`src/sv/lkr_pkg.sv`:
```
// ----------------------------------------------------------------------------
// lkr_pkg
// Shared types, constants and arithmetic helpers for the keystream rotator.
// ----------------------------------------------------------------------------
package lkr_pkg;

  localparam int unsigned GenW      = 17;
  localparam int unsigned ByteW     = 8;
  localparam int unsigned CfgW      = 16;
  localparam int unsigned KeyW      = 7;

  localparam logic [6:0]       LehmerMult = 7'd75;
  localparam logic [GenW-1:0]  LehmerMod  = 17'd65537;
  localparam logic [ByteW-1:0] PrintLo    = 8'd32;
  localparam logic [ByteW-1:0] PrintHi    = 8'd128;
  localparam logic [KeyW-1:0]  PrintSpan  = 7'd96;
  localparam logic [GenW-1:0]  ResetSeed  = 17'd1;

  typedef enum logic [0:0] {
    REG_START_SEED = 1'b0,
    REG_DIRECTION  = 1'b1
  } cfg_reg_e;

  // One classified byte with its key, as carried from front to back.
  typedef struct packed {
    logic [ByteW-1:0] in_byte;
    logic             printable;
    logic [GenW-1:0]  key;
  } lkr_item_t;

  // One Lehmer step: g * 75 folded modulo 65537.
  function automatic logic [GenW-1:0] lehmer_advance(input logic [GenW-1:0] g);
    logic [22:0]     prod;
    logic [15:0]     lo;
    logic [6:0]      hi;
    logic [GenW-1:0] res;
    prod = 23'(g * 23'(LehmerMult));
    lo   = prod[15:0];
    hi   = prod[22:16];
    if (lo >= 16'(hi)) begin
      res = 17'(lo) - 17'(hi);
    end else begin
      res = 17'(lo) + LehmerMod - 17'(hi);
    end
    return res;
  endfunction

  // Residue modulo 3 of a 12-bit value: base-4 digits sum, since 4 is 1 mod 3.
  function automatic logic [1:0] mod3_12(input logic [11:0] v);
    logic [4:0] s;
    logic [2:0] t1;
    logic [2:0] t2;
    logic [1:0] res;
    s  = 5'(v[1:0]) + 5'(v[3:2]) + 5'(v[5:4]) + 5'(v[7:6]) + 5'(v[9:8]) + 5'(v[11:10]);
    t1 = 3'(s[4:2]) + 3'(s[1:0]);
    t2 = 3'(t1[2]) + 3'(t1[1:0]);
    unique case (t2)
      3'd0, 3'd3: res = 2'd0;
      3'd1, 3'd4: res = 2'd1;
      3'd2:       res = 2'd2;
      default:    res = 2'd0;
    endcase
    return res;
  endfunction

  // Key modulo 96, split as 32 * ((key >> 5) mod 3) + key[4:0].
  function automatic logic [KeyW-1:0] key_mod96(input logic [GenW-1:0] key);
    logic [1:0] m3;
    m3 = mod3_12(key[16:5]);
    return {m3, key[4:0]};
  endfunction

endpackage

```
`src/sv/lkr_front.sv`:
```
// ----------------------------------------------------------------------------
// lkr_front
// Accepts bytes, advances the Lehmer generator and classifies each byte.
// ----------------------------------------------------------------------------
module lkr_front
  import lkr_pkg::*;
(
  input  logic             clk_i,
  input  logic             rst_ni,
  input  logic             seed_we_i,
  input  logic [CfgW-1:0]  seed_i,
  input  logic             in_valid_i,
  input  logic [ByteW-1:0] in_byte_i,
  input  logic             q_full_i,
  output logic             push_o,
  output lkr_item_t        push_item_o
);

  logic [GenW-1:0] gen_q;
  logic [GenW-1:0] gen_d;
  logic [GenW-1:0] gen_next;

  assign gen_next = lehmer_advance(gen_q);
  assign push_o   = in_valid_i && !q_full_i;

  always_comb begin
    gen_d = gen_q;
    if (seed_we_i) begin
      gen_d = 17'(seed_i);
    end else if (push_o) begin
      gen_d = gen_next;
    end
  end

  always_comb begin
    push_item_o.in_byte   = in_byte_i;
    push_item_o.printable = (in_byte_i >= PrintLo) && (in_byte_i < PrintHi);
    push_item_o.key       = gen_next;
  end

  always_ff @(posedge clk_i or negedge rst_ni) begin
    if (!rst_ni) begin
      gen_q <= ResetSeed;
    end else begin
      gen_q <= gen_d;
    end
  end

endmodule

```
`src/sv/lkr_fifo.sv`:
```
// ----------------------------------------------------------------------------
// lkr_fifo
// Two-entry queue that decouples the generator front from the rotate back.
// ----------------------------------------------------------------------------
module lkr_fifo
  import lkr_pkg::*;
(
  input  logic      clk_i,
  input  logic      rst_ni,
  input  logic      push_i,
  input  lkr_item_t push_item_i,
  input  logic      pop_i,
  output logic      full_o,
  output logic      head_valid_o,
  output lkr_item_t head_item_o
);

  lkr_item_t  mem_q [2];
  logic       wr_ptr_q;
  logic       rd_ptr_q;
  logic [1:0] count_q;
  logic [1:0] count_d;

  assign full_o       = (count_q == 2'd2);
  assign head_valid_o = (count_q != 2'd0);
  assign head_item_o  = mem_q[rd_ptr_q];

  always_comb begin
    count_d = count_q;
    if (push_i && !pop_i) begin
      count_d = count_q + 2'd1;
    end else if (pop_i && !push_i) begin
      count_d = count_q - 2'd1;
    end
  end

  always_ff @(posedge clk_i) begin
    if (push_i) begin
      mem_q[wr_ptr_q] <= push_item_i;
    end
  end

  always_ff @(posedge clk_i or negedge rst_ni) begin
    if (!rst_ni) begin
      wr_ptr_q <= 1'b0;
      rd_ptr_q <= 1'b0;
      count_q  <= 2'd0;
    end else begin
      if (push_i) begin
        wr_ptr_q <= ~wr_ptr_q;
      end
      if (pop_i) begin
        rd_ptr_q <= ~rd_ptr_q;
      end
      count_q <= count_d;
    end
  end

endmodule

```
`src/sv/lkr_back.sv`:
```
// ----------------------------------------------------------------------------
// lkr_back
// Rotates printable bytes by the key modulo 96 and holds the output register.
// ----------------------------------------------------------------------------
module lkr_back
  import lkr_pkg::*;
(
  input  logic             clk_i,
  input  logic             rst_ni,
  input  logic             direction_i,
  input  logic             head_valid_i,
  input  lkr_item_t        head_item_i,
  output logic             pop_o,
  output logic             out_valid_o,
  input  logic             out_stall_i,
  output logic [ByteW-1:0] out_byte_o
);

  logic             out_valid_q;
  logic [ByteW-1:0] out_byte_q;
  logic [ByteW-1:0] out_byte_d;
  logic             load_en;
  logic [KeyW-1:0]  k;
  logic [KeyW-1:0]  pos;
  logic [ByteW-1:0] sum;
  logic [ByteW-1:0] wrapped;

  assign load_en = !out_valid_q || !out_stall_i;
  assign pop_o   = head_valid_i && load_en;

  always_comb begin
    k   = key_mod96(head_item_i.key);
    pos = 7'(head_item_i.in_byte - PrintLo);
    if (direction_i) begin
      sum = 8'(pos) + 8'(PrintSpan) - 8'(k);
    end else begin
      sum = 8'(pos) + 8'(k);
    end
    // Both sums stay below twice the span, so one subtract wraps them.
    if (sum >= 8'(PrintSpan)) begin
      wrapped = sum - 8'(PrintSpan);
    end else begin
      wrapped = sum;
    end
    if (head_item_i.printable) begin
      out_byte_d = wrapped + PrintLo;
    end else begin
      out_byte_d = head_item_i.in_byte;
    end
  end

  always_ff @(posedge clk_i) begin
    if (pop_o) begin
      out_byte_q <= out_byte_d;
    end
  end

  always_ff @(posedge clk_i or negedge rst_ni) begin
    if (!rst_ni) begin
      out_valid_q <= 1'b0;
    end else if (load_en) begin
      out_valid_q <= head_valid_i;
    end
  end

  assign out_valid_o = out_valid_q;
  assign out_byte_o  = out_byte_q;

endmodule

```
`src/sv/lehmer_keystream_char_rotator.sv`:
```
// ----------------------------------------------------------------------------
// lehmer_keystream_char_rotator
// Byte stream rotation cipher keyed by a Lehmer generator modulo 65537.
// ----------------------------------------------------------------------------
// Channel  Signals                                  Direction
// in       in_valid_i, in_stall_o, in_byte_i        byte in
// out      out_valid_o, out_stall_i, out_byte_o     byte out
// cfg      cfg_we_i, cfg_idx_i, cfg_wdata_i         register write
//
// One byte per cycle sustained while out_stall_i is low; an accepted beat is
// written into the queue at the accepting edge, then into the output register,
// from which it is presented.
// The generator step is one constant multiply and fold in the front each beat.
// Reset loads the generator with 1 and selects encryption.
// A stall on the output backs up the two-entry queue; in_stall_o rises only
// when the queue is full.
// ----------------------------------------------------------------------------
module lehmer_keystream_char_rotator
  import lkr_pkg::*;
(
  input  logic             clk_i,
  input  logic             rst_ni,
  input  logic             in_valid_i,
  output logic             in_stall_o,
  input  logic [ByteW-1:0] in_byte_i,
  output logic             out_valid_o,
  input  logic             out_stall_i,
  output logic [ByteW-1:0] out_byte_o,
  input  logic             cfg_we_i,
  input  logic [0:0]       cfg_idx_i,
  input  logic [CfgW-1:0]  cfg_wdata_i
);

  logic      direction_q;
  logic      seed_we;
  logic      push;
  lkr_item_t push_item;
  logic      pop;
  logic      q_full;
  logic      head_valid;
  lkr_item_t head_item;

  assign seed_we    = cfg_we_i && (cfg_reg_e'(cfg_idx_i) == REG_START_SEED);
  assign in_stall_o = q_full;

  always_ff @(posedge clk_i or negedge rst_ni) begin
    if (!rst_ni) begin
      direction_q <= 1'b0;
    end else if (cfg_we_i && (cfg_reg_e'(cfg_idx_i) == REG_DIRECTION)) begin
      direction_q <= cfg_wdata_i[0];
    end
  end

  lkr_front u_front (
    .clk_i       (clk_i),
    .rst_ni      (rst_ni),
    .seed_we_i   (seed_we),
    .seed_i      (cfg_wdata_i),
    .in_valid_i  (in_valid_i),
    .in_byte_i   (in_byte_i),
    .q_full_i    (q_full),
    .push_o      (push),
    .push_item_o (push_item)
  );

  lkr_fifo u_fifo (
    .clk_i        (clk_i),
    .rst_ni       (rst_ni),
    .push_i       (push),
    .push_item_i  (push_item),
    .pop_i        (pop),
    .full_o       (q_full),
    .head_valid_o (head_valid),
    .head_item_o  (head_item)
  );

  lkr_back u_back (
    .clk_i        (clk_i),
    .rst_ni       (rst_ni),
    .direction_i  (direction_q),
    .head_valid_i (head_valid),
    .head_item_i  (head_item),
    .pop_o        (pop),
    .out_valid_o  (out_valid_o),
    .out_stall_i  (out_stall_i),
    .out_byte_o   (out_byte_o)
  );

endmodule
```
`config.mk`:
```
export PLATFORM = sky130hd
export DESIGN_NAME = lehmer_keystream_char_rotator
export DESIGN_NICKNAME = d
export VERILOG_FILES = /design/src/sv/lkr_pkg.sv /design/src/sv/lkr_front.sv /design/src/sv/lkr_fifo.sv /design/src/sv/lkr_back.sv /design/src/sv/lehmer_keystream_char_rotator.sv
export SDC_FILE = /design/constraint.sdc
export NUM_CORES = 1
export LEC_CHECK = 0
export BUFFER_PORTS_ARGS = -buffer_cell sky130_fd_sc_hd__buf_2
export CAP_MARGIN = 20
export CORE_MARGIN = 4
export CORE_UTILIZATION = 57
export DETAILED_ROUTE_END_ITERATION = 8
export PLACE_DENSITY = 0.78
export SLEW_MARGIN = 20
export SYNTH_ARGS = -nofsm -noshare
export SYNTH_HDL_FRONTEND = slang
export SYNTH_SLANG_ARGS = --single-unit
```
`constraint.sdc`:
```
create_clock -name clk_i -period 7.65 [get_ports clk_i]
set_input_delay 0 -clock clk_i [delete_from_list [all_inputs] [get_ports clk_i]]
set_output_delay 0 -clock clk_i [all_outputs]
set_load 0.01 [all_outputs]
```
==> results of run 1 <==
-- synthesized netlist by cell type (17+ instances only) --
cell type,count,share of area [%]
sky130_fd_sc_hd__nand2_1,55,2.5
sky130_fd_sc_hd__mux2_2,17,2.3
sky130_fd_sc_hd__o21ai_0,47,2.8
sky130_fd_sc_hd__edfxtp_1,60,22
sky130_fd_sc_hd__a21oi_1,38,2.3
sky130_fd_sc_hd__dfrtp_1,22,6.6
sky130_fd_sc_hd__xnor2_1,36,3.8
sky130_fd_sc_hd__nor2_1,59,2.6
sky130_fd_sc_hd__mux2i_1,24,2.9
sky130_fd_sc_hd__xor2_1,23,2.4
sky130_fd_sc_hd__fa_1,41,9.8
sky130_fd_sc_hd__ha_1,126,19
sky130_fd_sc_hd__inv_1,134,6.0
-- routing by layer --
layer | share of wire [%] | GRT usage (%) | vias to the layer above
met3 | 5.2 | 3.957 | 58
met5 | 0 | 0 | -
li1 | - | - | 3100
met4 | 3.4 | 8.833 | 0
met1 | 41 | 28.84 | 3131
met2 | 50 | 44.48 | 200
-- flip-flops by register name, indices dropped and copies added (netlist names) --
name                flops
u_fifo.rd_ptr_q         1
u_fifo.count_q          2
u_fifo.wr_ptr_q         1
u_front.gen_q          17
u_fifo.mem_q           52
u_back.out_valid_o      1
direction_q             1
u_back.out_byte_o       8
-- worst min path at each step --
stage / startpoint / to / slack (ps) / depth (start not counted)
3_5_place_dp: rst_ni / u_back.out_valid_o$_DFFE_PN0N_ / 60 / 1
2_1_floorplan: rst_ni / direction_q$_DFFE_PN0P_ / -300 / 0
6_report: cfg_we_i / direction_q$_DFFE_PN0P_ / 30 / 3
3_3_place_gp: rst_ni / u_back.out_valid_o$_DFFE_PN0N_ / 50 / 1
4_1_cts: cfg_we_i / direction_q$_DFFE_PN0P_ / 20 / 3
5_1_grt: cfg_we_i / direction_q$_DFFE_PN0P_ / 30 / 3
-- cell usage in the layout (no fill, tap or decap), types with 4 or more instances in the layout --
master and count:
sky130_fd_sc_hd__a211oi_1 5, sky130_fd_sc_hd__a21o_1 14, sky130_fd_sc_hd__a21oi_1 37, sky130_fd_sc_hd__a31oi_1 8, sky130_fd_sc_hd__and2_1 6, sky130_fd_sc_hd__and3_1 7
sky130_fd_sc_hd__buf_2 39, sky130_fd_sc_hd__buf_4 17, sky130_fd_sc_hd__clkbuf_16 9, sky130_fd_sc_hd__dfrtp_1 20, sky130_fd_sc_hd__dlygate4sd3_1 26, sky130_fd_sc_hd__edfxtp_1 60
sky130_fd_sc_hd__fa_1 41, sky130_fd_sc_hd__ha_1 119, sky130_fd_sc_hd__ha_4 5, sky130_fd_sc_hd__inv_1 134, sky130_fd_sc_hd__mux2_2 17, sky130_fd_sc_hd__mux2i_1 24
sky130_fd_sc_hd__nand2_1 55, sky130_fd_sc_hd__nand2b_1 14, sky130_fd_sc_hd__nand3_1 5, sky130_fd_sc_hd__nor2_1 57, sky130_fd_sc_hd__nor2b_1 10, sky130_fd_sc_hd__nor3_1 8
sky130_fd_sc_hd__o211ai_1 4, sky130_fd_sc_hd__o21a_1 7, sky130_fd_sc_hd__o21ai_0 44, sky130_fd_sc_hd__o21ai_1 7, sky130_fd_sc_hd__o31ai_1 5, sky130_fd_sc_hd__or2_2 5
sky130_fd_sc_hd__xnor2_1 35, sky130_fd_sc_hd__xor2_1 22
-- through the flow --
stage / instances / hold WS (ps) / worst slack, ps
6_report: 1127 / 34.84 / -18.60
2_1_floorplan: 857 / -295.6 / 77.77
3_3_place_gp: 1080 / 51.61 / 184.2
4_1_cts: 1125 / 20.45 / 9.162
5_1_grt: 1127 / 34.78 / -238.6
3_5_place_dp: 1080 / 57.80 / -218.4
-- cell families after synthesis --
logic type	share of synthesized area [%]
simple gates	11.11
flops	28.39
xor+xnor	6.900
compound gates	12.98
fa+ha+maj	28.61
buf+inv	6.855
mux	5.152
-- layout make-up --
| type | count | area, um2 |
|---|---|---|
| fillers | 1122 | 4930 |
| clock inverters | 5 | 37.54 |
| well taps | 184 | 230.2 |
| inverters | 135 | 506.7 |
| flip-flops and latches | 83 | 2381 |
| multi-input cells | 626 | 5557 |
| clock buffers | 11 | 242.7 |
| repair buffers | 83 | 594.3 |
-- worst max-delay path, delay by kind of cell (launching register included) --
kind	cells	cell delay (ps)
XOR/XNOR	3	430
AO/OA/AOI/OAI	6	1570
adder cells (fa/ha/maj)	11	3790
flip-flops	1	420
multiplexers	1	350
AND/OR/NAND/NOR	6	840
buffers and inverters	2	110
-- what timing repair did --
item                                    CTS  global route
endpoints found under the hold margin    58             0
setup buffers                             4             2
hold buffers                             26             0
pin swaps                                 1            10
resized for setup                         5            23
cloned                                    0             0
endpoints found under the setup margin    1             4
==> report_table.html, run 1 <==
<table>
<tr><th>Metric</th><th>Value</th></tr>
<tr><th colspan="2">Layout</th></tr>
<tr><td>Share of layout cells above drive strength 1</td><td>13.47%</td></tr>
<tr><td># nets final</td><td>1135</td></tr>
<tr><td>Diodes inserted</td><td>0</td></tr>
<tr><td>Area growth, synth to finish</td><td>13.98%</td></tr>
<tr><td>Post-route design area</td><td>9549 um2</td></tr>
<tr><td>Post-layout util</td><td>65.95%</td></tr>
<tr><th colspan="2">Timing</th></tr>
<tr><td>Actual slew at the worst max-slew pin</td><td>1203 ps</td></tr>
<tr><td>Final Setup Violations</td><td>1</td></tr>
<tr><td>Post-Route Skew</td><td>14.10 ps</td></tr>
<tr><td>Share of the clock period used by the worst path</td><td>100.2%</td></tr>
<tr><td>Hold violation count in the final report</td><td>0</td></tr>
<tr><td>Smallest setup slack after layout</td><td>-18.60 ps</td></tr>
<tr><td>Remaining max-slew budget at the tightest pin</td><td>17.52%</td></tr>
<tr><td>Max-slew violation count</td><td>0</td></tr>
<tr><td>Setup tns final</td><td>-18.60 ps</td></tr>
<tr><td>Period minus WS final</td><td>7669 ps</td></tr>
<tr><td>Maximum clock frequency</td><td>130.4 MHz</td></tr>
<tr><th colspan="2">Drt</th></tr>
<tr><td>Post-detailed-route count of antenna-violating nets</td><td>0</td></tr>
<tr><td>Detailed-route vias per instance</td><td>5.758</td></tr>
<tr><td>Wire length per cell</td><td>17.90 um</td></tr>
<tr><td>Number of detailed-route iterations in the first pass</td><td>5</td></tr>
<tr><td>Vias after detailed routing</td><td>6489</td></tr>
<tr><td>DRC violations left</td><td>0</td></tr>
<tr><td>Routed WL</td><td>20180 um</td></tr>
<tr><td>Number of DRC violations after detailed-routing iteration 0</td><td>439</td></tr>
<tr><th colspan="2">Clock tree</th></tr>
<tr><td>Clock edge transition at the registers on the reported setup and hold paths</td><td>70 ps</td></tr>
<tr><td>Number of levels the H-tree was split into</td><td>3</td></tr>
<tr><td>Clock sink count</td><td>83</td></tr>
<tr><td>Insertion delay to the later sink of the worst-skew pair</td><td>350 ps</td></tr>
<tr><td>Clock root buffer master</td><td>sky130_fd_sc_hd__clkbuf_16</td></tr>
<tr><td>Max clock buf depth</td><td>2</td></tr>
<tr><td>TritonCTS buffer count</td><td>9</td></tr>
<tr><td>TritonCTS clock tree</td><td>done</td></tr>
<tr><th colspan="2">Place</th></tr>
<tr><td>DP HPWL</td><td>14970 um</td></tr>
<tr><td>Total cell area at the placement stage</td><td>8841 um2</td></tr>
<tr><td>Gpl congestion</td><td>0.8988</td></tr>
<tr><td>IO buf count</td><td>39</td></tr>
<tr><th colspan="2">Floorplan</th></tr>
<tr><td>Initial Utilization</td><td>57.86%</td></tr>
<tr><td>Height of the chip</td><td>129.2 um</td></tr>
<tr><td>Die extent in x</td><td>129.2 um</td></tr>
<tr><td>Top-level port count</td><td>40</td></tr>
<tr><td>Area of the core</td><td>14480 um2</td></tr>
<tr><td>Die footprint</td><td>16700 um2</td></tr>
<tr><td>Site Rows</td><td>44</td></tr>
<tr><th colspan="2">Job</th></tr>
<tr><td>Number of max-cap violations</td><td>0</td></tr>
<tr><th colspan="2">Critical path</th></tr>
<tr><td>Kind of capture point of the worst setup path</td><td>register</td></tr>
<tr><td>Most prevalent standard cell on the critical path</td><td>sky130_fd_sc_hd__fa_1</td></tr>
<tr><td>Critical Path RT</td><td>7830 ps</td></tr>
<tr><td>Setup slack of the most critical reg-to-reg path</td><td>-20 ps</td></tr>
<tr><td>Crit path from</td><td>u_fifo.rd_ptr_q$_DFFE_PN0P_</td></tr>
<tr><td>Max stage delay cell, worst path</td><td>sky130_fd_sc_hd__o41ai_1</td></tr>
<tr><td>Crit path DAT</td><td>7850 ps</td></tr>
<tr><td>Endpoint of the most critical setup path</td><td>u_back.out_byte_o[7]$_DFFE_PP_</td></tr>
<tr><td>Critical Path Fanout Max</td><td>8</td></tr>
<tr><td>Reg-to-Reg Start</td><td>u_fifo.rd_ptr_q$_DFFE_PN0P_</td></tr>
<tr><td>Startpoint type of the worst setup path</td><td>register</td></tr>
<tr><td>Worst stage delay on the critical path</td><td>820 ps</td></tr>
<tr><td>Crit Path Class</td><td>reg2reg</td></tr>
<tr><td>End of the worst register-to-register path</td><td>u_back.out_byte_o[7]$_DFFE_PP_</td></tr>
<tr><td>Length in cells of the worst reg-to-reg path</td><td>29</td></tr>
<tr><th colspan="2">Synthesis</th></tr>
<tr><td>Flop and latch count out of synthesis</td><td>83</td></tr>
<tr><td>Number of synthesized flops with an enable pin</td><td>60</td></tr>
<tr><td>Synthesized Nets</td><td>1054</td></tr>
<tr><td>Mapped cell area</td><td>8378 um2</td></tr>
<tr><td>Fraction of the yosys area taken by sequential cells</td><td>28.39%</td></tr>
<tr><td>Number of synthesis warnings</td><td>0</td></tr>
<tr><td>Main flop type after synthesis</td><td>sky130_fd_sc_hd__edfxtp_1</td></tr>
<tr><td>Mean cell area of the mapped netlist</td><td>9.776 um2</td></tr>
<tr><td>Fraction of synthesis flops using an asynchronous set or reset pin</td><td>27.71%</td></tr>
<tr><td>Post-synth cell types</td><td>65</td></tr>
<tr><td>Cell count after synthesis</td><td>857</td></tr>
<tr><th colspan="2">Status</th></tr>
<tr><td>Result of the run</td><td>finished, violations left</td></tr>
<tr><td>Violated checks</td><td>setup timing</td></tr>
<tr><th colspan="2">GRT</th></tr>
<tr><td>Number of global-route vias before repair</td><td>6542</td></tr>
<tr><td>Leftover overflow at the end of global routing</td><td>0</td></tr>
<tr><td>Wire length of the first global-routing pass</td><td>31490 um</td></tr>
<tr><td>All-Layer GR Usage</td><td>24.36%</td></tr>
<tr><td>Pin count of the biggest net entering global routing</td><td>27</td></tr>
<tr><td>Initial antenna violation count</td><td>0</td></tr>
<tr><th colspan="2">Hold path</th></tr>
<tr><td>Worst min-delay path class</td><td>in2reg</td></tr>
</table>
Power of run 1 is left out: the tool's default activity adds up to more than one toggle a clock period on the data nets, which glitch-free logic cannot reach.
==> run 2, diff against run 1 <==
--- a/config.mk
+++ b/config.mk
@@ -5,12 +5,13 @@
 export SDC_FILE = /design/constraint.sdc
 export NUM_CORES = 1
 export LEC_CHECK = 0
+export ABC_AREA = 1
 export BUFFER_PORTS_ARGS = -buffer_cell sky130_fd_sc_hd__buf_2
 export CAP_MARGIN = 20
 export CORE_MARGIN = 4
-export CORE_UTILIZATION = 57
+export CORE_UTILIZATION = 58
 export DETAILED_ROUTE_END_ITERATION = 8
-export PLACE_DENSITY = 0.78
+export PLACE_DENSITY = 0.79
 export SLEW_MARGIN = 20
 export SYNTH_ARGS = -nofsm -noshare
 export SYNTH_HDL_FRONTEND = slang
==> report_table.html, run 2 <==
<table>
<tr><th>Metric</th><th>Value</th></tr>
<tr><th colspan="2">GRT</th></tr>
<tr><td>Wire length of the first global-routing pass</td><td>33200 um</td></tr>
<tr><td>Most Used Layer, Global Route</td><td>met2</td></tr>
<tr><td>Leftover overflow at the end of global routing</td><td>0</td></tr>
<tr><td>Pin count of the biggest net entering global routing</td><td>28</td></tr>
<tr><td>Met3 Use GR</td><td>3.193%</td></tr>
<tr><td>Met1 GRT Util</td><td>30.67%</td></tr>
<tr><td>All-Layer GR Usage</td><td>25.03%</td></tr>
<tr><td>Initial antenna violation count</td><td>0</td></tr>
<tr><td>Global-route track usage on met2</td><td>44.45%</td></tr>
<tr><td>Number of global-route vias before repair</td><td>7041</td></tr>
<tr><th colspan="2">Floorplan</th></tr>
<tr><td>Die footprint</td><td>16920 um2</td></tr>
<tr><td>Die extent in x</td><td>130.1 um</td></tr>
<tr><td>Area of the core</td><td>14590 um2</td></tr>
<tr><td>Top-level port count</td><td>40</td></tr>
<tr><td>Height of the chip</td><td>130.1 um</td></tr>
<tr><td>Site Rows</td><td>44</td></tr>
<tr><td>Initial Utilization</td><td>59.24%</td></tr>
<tr><th colspan="2">Drt</th></tr>
<tr><td>Detailed-route vias per instance</td><td>5.307</td></tr>
<tr><td>Vias after detailed routing</td><td>7149</td></tr>
<tr><td>Number of detailed-route iterations in the first pass</td><td>5</td></tr>
<tr><td>Number of DRC violations after detailed-routing iteration 0</td><td>451</td></tr>
<tr><td>Post-detailed-route count of antenna-violating nets</td><td>0</td></tr>
<tr><td>DRC violations left</td><td>0</td></tr>
<tr><td>Routed WL</td><td>19980 um</td></tr>
<tr><td>Wire length per cell</td><td>14.83 um</td></tr>
<tr><th colspan="2">Layout</th></tr>
<tr><td>Diodes inserted</td><td>0</td></tr>
<tr><td>Number of flip-flops in the largest register</td><td>52</td></tr>
<tr><td>Register bank with the most flops</td><td>u_fifo.mem_q</td></tr>
<tr><td># nets final</td><td>1355</td></tr>
<tr><td>Post-route design area</td><td>9651 um2</td></tr>
<tr><td>Post-layout util</td><td>66.15%</td></tr>
<tr><td>Fill cell total of the finished layout</td><td>1232</td></tr>
<tr><td>Top library cells by usage in the layout, fill and taps aside</td><td>sky130_fd_sc_hd__nand2_1, sky130_fd_sc_hd__inv_1, sky130_fd_sc_hd__ha_1</td></tr>
<tr><td>Area growth, synth to finish</td><td>11.67%</td></tr>
<tr><td>Share of layout cells above drive strength 1</td><td>7.825%</td></tr>
<tr><td>Commonest non-fill, non-tap cell in the layout</td><td>sky130_fd_sc_hd__nand2_1</td></tr>
<tr><th colspan="2">Place</th></tr>
<tr><td>Gpl congestion</td><td>0.9206</td></tr>
<tr><td>Total cell area at the placement stage</td><td>9071 um2</td></tr>
<tr><td>DP HPWL</td><td>16340 um</td></tr>
<tr><td>IO buf count</td><td>39</td></tr>
<tr><td>Post-placement setup slack</td><td>495.7 ps</td></tr>
<tr><th colspan="2">Critical path</th></tr>
<tr><td>Max stage delay cell, worst path</td><td>sky130_fd_sc_hd__fa_1</td></tr>
<tr><td>Kind of capture point of the worst setup path</td><td>register</td></tr>
<tr><td>Startpoint type of the worst setup path</td><td>register</td></tr>
<tr><td>Reg-to-Reg Start</td><td>u_fifo.rd_ptr_q$_DFFE_PN0P_</td></tr>
<tr><td>Most prevalent standard cell on the critical path</td><td>sky130_fd_sc_hd__ha_1</td></tr>
<tr><td>Worst stage delay on the critical path</td><td>530 ps</td></tr>
<tr><td>Crit path DAT</td><td>7280 ps</td></tr>
<tr><td>Critical Path Fanout Max</td><td>7</td></tr>
<tr><td>Crit Path Class</td><td>reg2reg</td></tr>
<tr><td>Critical Path RT</td><td>7740 ps</td></tr>
<tr><td>Crit path from</td><td>u_fifo.rd_ptr_q$_DFFE_PN0P_</td></tr>
<tr><th colspan="2">Timing</th></tr>
<tr><td>Setup tns final</td><td>0 ps</td></tr>
<tr><td>Actual slew at the worst max-slew pin</td><td>823.4 ps</td></tr>
<tr><td>Final Setup Violations</td><td>0</td></tr>
<tr><td>Unrepaired setup endpoints after global routing</td><td>false</td></tr>
<tr><td>Period minus WS final</td><td>7194 ps</td></tr>
<tr><td>Smallest setup slack after layout</td><td>456.2 ps</td></tr>
<tr><td>Post-Route Skew</td><td>7.956 ps</td></tr>
<tr><td>Max-slew violation count</td><td>0</td></tr>
<tr><td>Maximum clock frequency</td><td>139.0 MHz</td></tr>
<tr><td>Hold violation count in the final report</td><td>0</td></tr>
<tr><td>Share of the clock period used by the worst path</td><td>94.04%</td></tr>
<tr><td>Remaining max-slew budget at the tightest pin</td><td>44.90%</td></tr>
<tr><th colspan="2">Synthesis</th></tr>
<tr><td>Dominant combinational cell family by area after synthesis</td><td>adder cells</td></tr>
<tr><td>Adder-cell area share of the yosys netlist</td><td>27.74%</td></tr>
<tr><td>Main flop type after synthesis</td><td>sky130_fd_sc_hd__edfxtp_1</td></tr>
<tr><td>Cell type with the largest total area after synthesis</td><td>sky130_fd_sc_hd__edfxtp_1</td></tr>
<tr><td>Most frequent cell after synthesis</td><td>sky130_fd_sc_hd__nand2_1</td></tr>
<tr><td>Fraction of synthesis flops using an asynchronous set or reset pin</td><td>27.71%</td></tr>
<tr><td>Flop and latch count out of synthesis</td><td>83</td></tr>
<tr><td>Share of cell area taken by muxes after synthesis</td><td>0.4633%</td></tr>
<tr><td>Compound-Gate Fraction of Synth Area</td><td>8.542%</td></tr>
<tr><td>Mean cell area of the mapped netlist</td><td>7.972 um2</td></tr>
<tr><td>Number of synthesized flops with an enable pin</td><td>60</td></tr>
<tr><td>Fraction of the yosys area taken by sequential cells</td><td>27.52%</td></tr>
<tr><td>Synth area leaders</td><td>sky130_fd_sc_hd__edfxtp_1, sky130_fd_sc_hd__ha_1, sky130_fd_sc_hd__nand2_1, sky130_fd_sc_hd__inv_1, sky130_fd_sc_hd__fa_1</td></tr>
<tr><td>Top cells by instance count after synthesis</td><td>sky130_fd_sc_hd__nand2_1, sky130_fd_sc_hd__inv_1, sky130_fd_sc_hd__ha_1</td></tr>
<tr><td>Cell count after synthesis</td><td>1084</td></tr>
<tr><td>Number of synthesis warnings</td><td>0</td></tr>
<tr><td>Post-synth cell types</td><td>40</td></tr>
<tr><td>Synthesized Nets</td><td>1281</td></tr>
<tr><td>Simple-gate share of the synthesized area</td><td>21.27%</td></tr>
<tr><td>Synthesized-area fraction occupied by xor and xnor cells</td><td>3.851%</td></tr>
<tr><td>Mapped cell area</td><td>8642 um2</td></tr>
<tr><td>Area share of the largest cell type after synthesis</td><td>20.85%</td></tr>
<tr><th colspan="2">Status</th></tr>
<tr><td>Result of the run</td><td>complete, no violations</td></tr>
<tr><th colspan="2">Clock tree</th></tr>
<tr><td>Insertion delay to the later sink of the worst-skew pair</td><td>340 ps</td></tr>
<tr><td>TritonCTS clock tree</td><td>done</td></tr>
<tr><td>Max clock buf depth</td><td>2</td></tr>
<tr><td>Number of levels the H-tree was split into</td><td>3</td></tr>
<tr><td>Clock edge transition at the registers on the reported setup and hold paths</td><td>70 ps</td></tr>
<tr><td>TritonCTS buffer count</td><td>9</td></tr>
<tr><td>Clock root buffer master</td><td>sky130_fd_sc_hd__clkbuf_16</td></tr>
<tr><td>Clock sink count</td><td>83</td></tr>
<tr><th colspan="2">Job</th></tr>
<tr><td>Number of max-cap violations</td><td>0</td></tr>
<tr><th colspan="2">Hold path</th></tr>
<tr><td>Min-delay src</td><td>cfg_wdata_i[2]</td></tr>
<tr><td>Worst min-delay path class</td><td>in2reg</td></tr>
</table>
==> run 2: changes by cell type in the layout (fill, tap and decap cells not counted), sizes merged, moves of 14 or more <==
cell / before / now
mux2i: 24 / 4
xnor2: 36 / 12
mux2: 17 / 0
nand2b: 14 / 0
inv: 135 / 232
nand2: 55 / 255
nand3: 5 / 70
==> run 2: final timing paths <==
kind / to / slack, ps / depth (start not counted)
min: u_front.gen_q[2]$_DFFE_PN0P_ / 20 / 4
min reg2reg: u_back.out_valid_o$_DFFE_PN0N_ / 500 / 2
min in group asynchronous: direction_q$_DFFE_PN0P_ / 200 / 2
max reg2reg: u_back.out_byte_o[6]$_DFFE_PP_ / 460 / 31
max: u_back.out_byte_o[6]$_DFFE_PP_ / 460 / 31
max in group asynchronous: u_fifo.rd_ptr_q$_DFFE_PN0P_ / 7040 / 2
==> run 2: cells by family after synthesis <==
kind of cell,Yosys count
buffers and inverters,240
flip-flops,83
multiplexers,4
XOR/XNOR,38
AND/OR/NAND/NOR,425
adder cells (fa/ha/maj),167
AO/OA/AOI/OAI,127
==> run 2: area by class of cell <==
cell class	instances	area [um2]	area share (%)
clock inverter	7	66.31	0.6872
clock buffer	9	225.2	2.334
timing repair buffer	75	536.8	5.562
inverter	228	859.6	8.907
multi-input combinational	761	5354	55.48
tap	184	230.2	2.386
sequential	83	2379	24.65
==> run 2: layer usage <==
metal	vias up	part of all wire (%)
li1	3619	-
met1	3319	42
met2	161	50
met3	50	3.9
met4	0	3.8
met5	-	0
==> run 2: stage by stage <==
stage / hold WS [ps] / instances
2_1_floorplan: -295.6 / 1084
3_3_place_gp: 34.28 / 1303
3_5_place_dp: 40.94 / 1303
4_1_cts: 7.700 / 1346
5_1_grt: 37.92 / 1347
6_report: 16.35 / 1347
==> run 2: critical path, delay by kind of cell (launching register included) <==
family,cells,cell delay (ps)
AOI/OAI and AO/OA,6,690
and+or+nand+nor,6,600
DFF,1,430
xor gates and xnor gates,2,320
adders and majority gates,13,4560
buffers and inverters,4,360
==> run 2: repair_timing <==
item / 4_1_cts / 5_1_grt
gates resized for setup: 0 / 2
setup buffers: 0 / 1
setup endpoints to repair: 0 / 2
hold buffers: 27 / 0
endpoints found under the hold margin: 56 / 0
Power of run 2 is left out for the same reason.
==> run 3, diff against run 2 <==
--- a/config.mk
+++ b/config.mk
@@ -8,10 +8,12 @@
 export ABC_AREA = 1
 export BUFFER_PORTS_ARGS = -buffer_cell sky130_fd_sc_hd__buf_2
 export CAP_MARGIN = 20
+export CELL_PAD_IN_SITES_DETAIL_PLACEMENT = 1
+export CELL_PAD_IN_SITES_GLOBAL_PLACEMENT = 1
 export CORE_MARGIN = 4
-export CORE_UTILIZATION = 58
+export CORE_UTILIZATION = 43
 export DETAILED_ROUTE_END_ITERATION = 8
-export PLACE_DENSITY = 0.79
+export PLACE_DENSITY = 0.78
 export SLEW_MARGIN = 20
 export SYNTH_ARGS = -nofsm -noshare
 export SYNTH_HDL_FRONTEND = slang
==> report_table.html, run 3 (synthesis gave the netlist of run 2 again) <==
<table>
<tr><th>Metric</th><th>Value</th></tr>
<tr><th colspan="2">Timing</th></tr>
<tr><td>Maximum clock frequency</td><td>138.1 MHz</td></tr>
<tr><td>Final Setup Violations</td><td>0</td></tr>
<tr><td>Actual slew at the worst max-slew pin</td><td>1076 ps</td></tr>
<tr><td>Share of the clock period used by the worst path</td><td>94.63%</td></tr>
<tr><td>Hold violation count in the final report</td><td>0</td></tr>
<tr><td>Post-Route Skew</td><td>7.585 ps</td></tr>
<tr><td>Period minus WS final</td><td>7239 ps</td></tr>
<tr><td>Max-slew violation count</td><td>0</td></tr>
<tr><td>Smallest setup slack after layout</td><td>410.6 ps</td></tr>
<tr><td>Remaining max-slew budget at the tightest pin</td><td>27.99%</td></tr>
<tr><th colspan="2">Drt</th></tr>
<tr><td>DRC violations left</td><td>0</td></tr>
<tr><td>Routed WL</td><td>25200 um</td></tr>
<tr><td>Number of DRC violations after detailed-routing iteration 0</td><td>241</td></tr>
<tr><td>Number of detailed-route iterations in the first pass</td><td>5</td></tr>
<tr><td>Detailed-route vias per instance</td><td>5.148</td></tr>
<tr><td>Vias after detailed routing</td><td>7331</td></tr>
<tr><td>Post-detailed-route count of antenna-violating nets</td><td>0</td></tr>
<tr><td>Wire length per cell</td><td>17.70 um</td></tr>
<tr><th colspan="2">Clock tree</th></tr>
<tr><td>TritonCTS buffer count</td><td>9</td></tr>
<tr><td>Clock sink count</td><td>83</td></tr>
<tr><td>Insertion delay to the later sink of the worst-skew pair</td><td>340 ps</td></tr>
<tr><td>TritonCTS clock tree</td><td>done</td></tr>
<tr><td>Number of levels the H-tree was split into</td><td>3</td></tr>
<tr><td>Clock root buffer master</td><td>sky130_fd_sc_hd__clkbuf_16</td></tr>
<tr><td>Max clock buf depth</td><td>2</td></tr>
<tr><td>Clock edge transition at the registers on the reported setup and hold paths</td><td>60 ps</td></tr>
<tr><th colspan="2">Floorplan</th></tr>
<tr><td>Top-level port count</td><td>40</td></tr>
<tr><td>Height of the chip</td><td>149.8 um</td></tr>
<tr><td>Die footprint</td><td>22430 um2</td></tr>
<tr><td>Die extent in x</td><td>149.8 um</td></tr>
<tr><td>Initial Utilization</td><td>44.11%</td></tr>
<tr><td>Site Rows</td><td>51</td></tr>
<tr><td>Area of the core</td><td>19590 um2</td></tr>
<tr><th colspan="2">Layout</th></tr>
<tr><td>Diodes inserted</td><td>0</td></tr>
<tr><td>Commonest non-fill, non-tap cell in the layout</td><td>sky130_fd_sc_hd__nand2_1</td></tr>
<tr><td>Top library cells by usage in the layout, fill and taps aside</td><td>sky130_fd_sc_hd__nand2_1, sky130_fd_sc_hd__inv_1, sky130_fd_sc_hd__ha_1</td></tr>
<tr><td>Share of layout cells above drive strength 1</td><td>8.456%</td></tr>
<tr><td>Number of flip-flops in the largest register</td><td>52</td></tr>
<tr><td>Post-route design area</td><td>9696 um2</td></tr>
<tr><td>Register bank with the most flops</td><td>u_fifo.mem_q</td></tr>
<tr><td>Area growth, synth to finish</td><td>12.19%</td></tr>
<tr><td># nets final</td><td>1351</td></tr>
<tr><th colspan="2">Critical path</th></tr>
<tr><td>End of the worst register-to-register path</td><td>u_back.out_byte_o[7]$_DFFE_PP_</td></tr>
<tr><td>Kind of capture point of the worst setup path</td><td>register</td></tr>
<tr><td>Length in cells of the worst reg-to-reg path</td><td>37</td></tr>
<tr><td>Max stage delay cell, worst path</td><td>sky130_fd_sc_hd__fa_1</td></tr>
<tr><td>Most prevalent standard cell on the critical path</td><td>sky130_fd_sc_hd__nand2_1</td></tr>
<tr><td>CP delay by family, top</td><td>adder cells</td></tr>
<tr><td>Reg-to-Reg Start</td><td>u_fifo.rd_ptr_q$_DFFE_PN0P_</td></tr>
<tr><td>Crit Path Class</td><td>reg2reg</td></tr>
<tr><td>Crit path DAT</td><td>7330 ps</td></tr>
<tr><td>Crit path from</td><td>u_fifo.rd_ptr_q$_DFFE_PN0P_</td></tr>
<tr><td>Critical Path RT</td><td>7740 ps</td></tr>
<tr><td>Worst stage delay on the critical path</td><td>550 ps</td></tr>
<tr><td>Critical Path Fanout Max</td><td>8</td></tr>
<tr><td>Startpoint type of the worst setup path</td><td>register</td></tr>
<tr><td>Setup slack of the most critical reg-to-reg path</td><td>410 ps</td></tr>
<tr><td>Number of buffer and inverter stages on the critical path</td><td>6</td></tr>
<tr><th colspan="2">Hold path</th></tr>
<tr><td>Hold-critical path endpoint</td><td>u_front.gen_q[14]$_DFFE_PN0P_</td></tr>
<tr><td>Cell depth of the worst min-delay path</td><td>4</td></tr>
<tr><td>Min-delay src</td><td>cfg_wdata_i[14]</td></tr>
<tr><td>Worst min-delay path class</td><td>in2reg</td></tr>
<tr><th colspan="2">Job</th></tr>
<tr><td>Number of max-cap violations</td><td>0</td></tr>
<tr><th colspan="2">GRT</th></tr>
<tr><td>Wire length of the first global-routing pass</td><td>40490 um</td></tr>
<tr><td>All-Layer GR Usage</td><td>23.04%</td></tr>
<tr><td>Number of global-route vias before repair</td><td>7664</td></tr>
<tr><td>Leftover overflow at the end of global routing</td><td>0</td></tr>
<tr><td>Initial antenna violation count</td><td>0</td></tr>
<tr><td>Pin count of the biggest net entering global routing</td><td>27</td></tr>
<tr><th colspan="2">Place</th></tr>
<tr><td>Gpl congestion</td><td>0.9083</td></tr>
<tr><td>IO buf count</td><td>39</td></tr>
<tr><td>Total cell area at the placement stage</td><td>9158 um2</td></tr>
<tr><td>DP HPWL</td><td>20860 um</td></tr>
<tr><td>Post-placement setup slack</td><td>287.8 ps</td></tr>
<tr><th colspan="2">Status</th></tr>
<tr><td>Result of the run</td><td>complete, no violations</td></tr>
</table>
## run 3: changes by cell type in the layout (fill, tap and decap cells not counted), moves of 2 or more
cell / delta
sky130_fd_sc_hd__fa_2: +2
sky130_fd_sc_hd__inv_8: -3
sky130_fd_sc_hd__dlygate4sd3_1: -9
sky130_fd_sc_hd__fa_1: -2
sky130_fd_sc_hd__buf_4: +5
## run 3: area by class of cell
cell class                      instances  area (um2)
Sequential cell                        83        2379
Clock inverter                          6       46.29
Fill cell                            2452        9894
Timing Repair Buffer                   71       488.0
Multi-Input combinational cell        761        5363
Inverter                              228       859.6
Clock buffer                           10       229.0
Tap cell                              265       331.6
## run 3: repair_timing
action,4_1_cts,5_1_grt
endpoints found under the hold margin,48,0
hold buffers,18,0
resized for setup,0,8
buffers inserted,0,8
endpoints found under the setup margin,0,2
## run 3: worst reg2reg max path, delay by kind of cell, from the launching register on
kind	cells	cell delay [ps]
flops	1	440
compound gates	4	500
buf+inv	6	500
xor+xnor	2	340
fa+ha+maj	13	4360
simple gates	12	850
## run 3: per-layer routing
layer	routed length [um]	part of all wire [%]	vias to the layer above	GRT usage, %
li1	-	-	3614	-
met1	10730	43	3545	28.42
met3	697	2.8	42	1.726
met2	13070	52	130	42.94
met4	708	2.8	0	6.816
met5	0	0	-	0
## run 3: metrics by stage
stage / instances / TNS [ps] / hold slack (ps) / utilization, %
after floorplan: 1084 / 0 / -295.6 / -
after global placement: 1382 / 0 / 38.44 / 46.75
after detailed placement: 1382 / 0 / 41.42 / 46.75
after CTS: 1416 / 0 / 0.7511 / 49.07
after global routing: 1424 / -106.4 / 2.159 / 49.49
final: 1424 / 0 / 5.000 / 49.49
## run 3: worst max-delay path by stage
| stage | cells past startpoint | end |
|---|---|---|
| 2_1_floorplan | 34 | u_back.out_byte_o[6]$_DFFE_PP_ |
| 3_3_place_gp | 37 | u_back.out_byte_o[7]$_DFFE_PP_ |
| 3_5_place_dp | 37 | u_back.out_byte_o[7]$_DFFE_PP_ |
| 4_1_cts | 37 | u_back.out_byte_o[7]$_DFFE_PP_ |
| 5_1_grt | 37 | u_back.out_byte_o[7]$_DFFE_PP_ |
| 6_report | 37 | u_back.out_byte_o[7]$_DFFE_PP_ |
Power of run 3 is left out for the same reason.
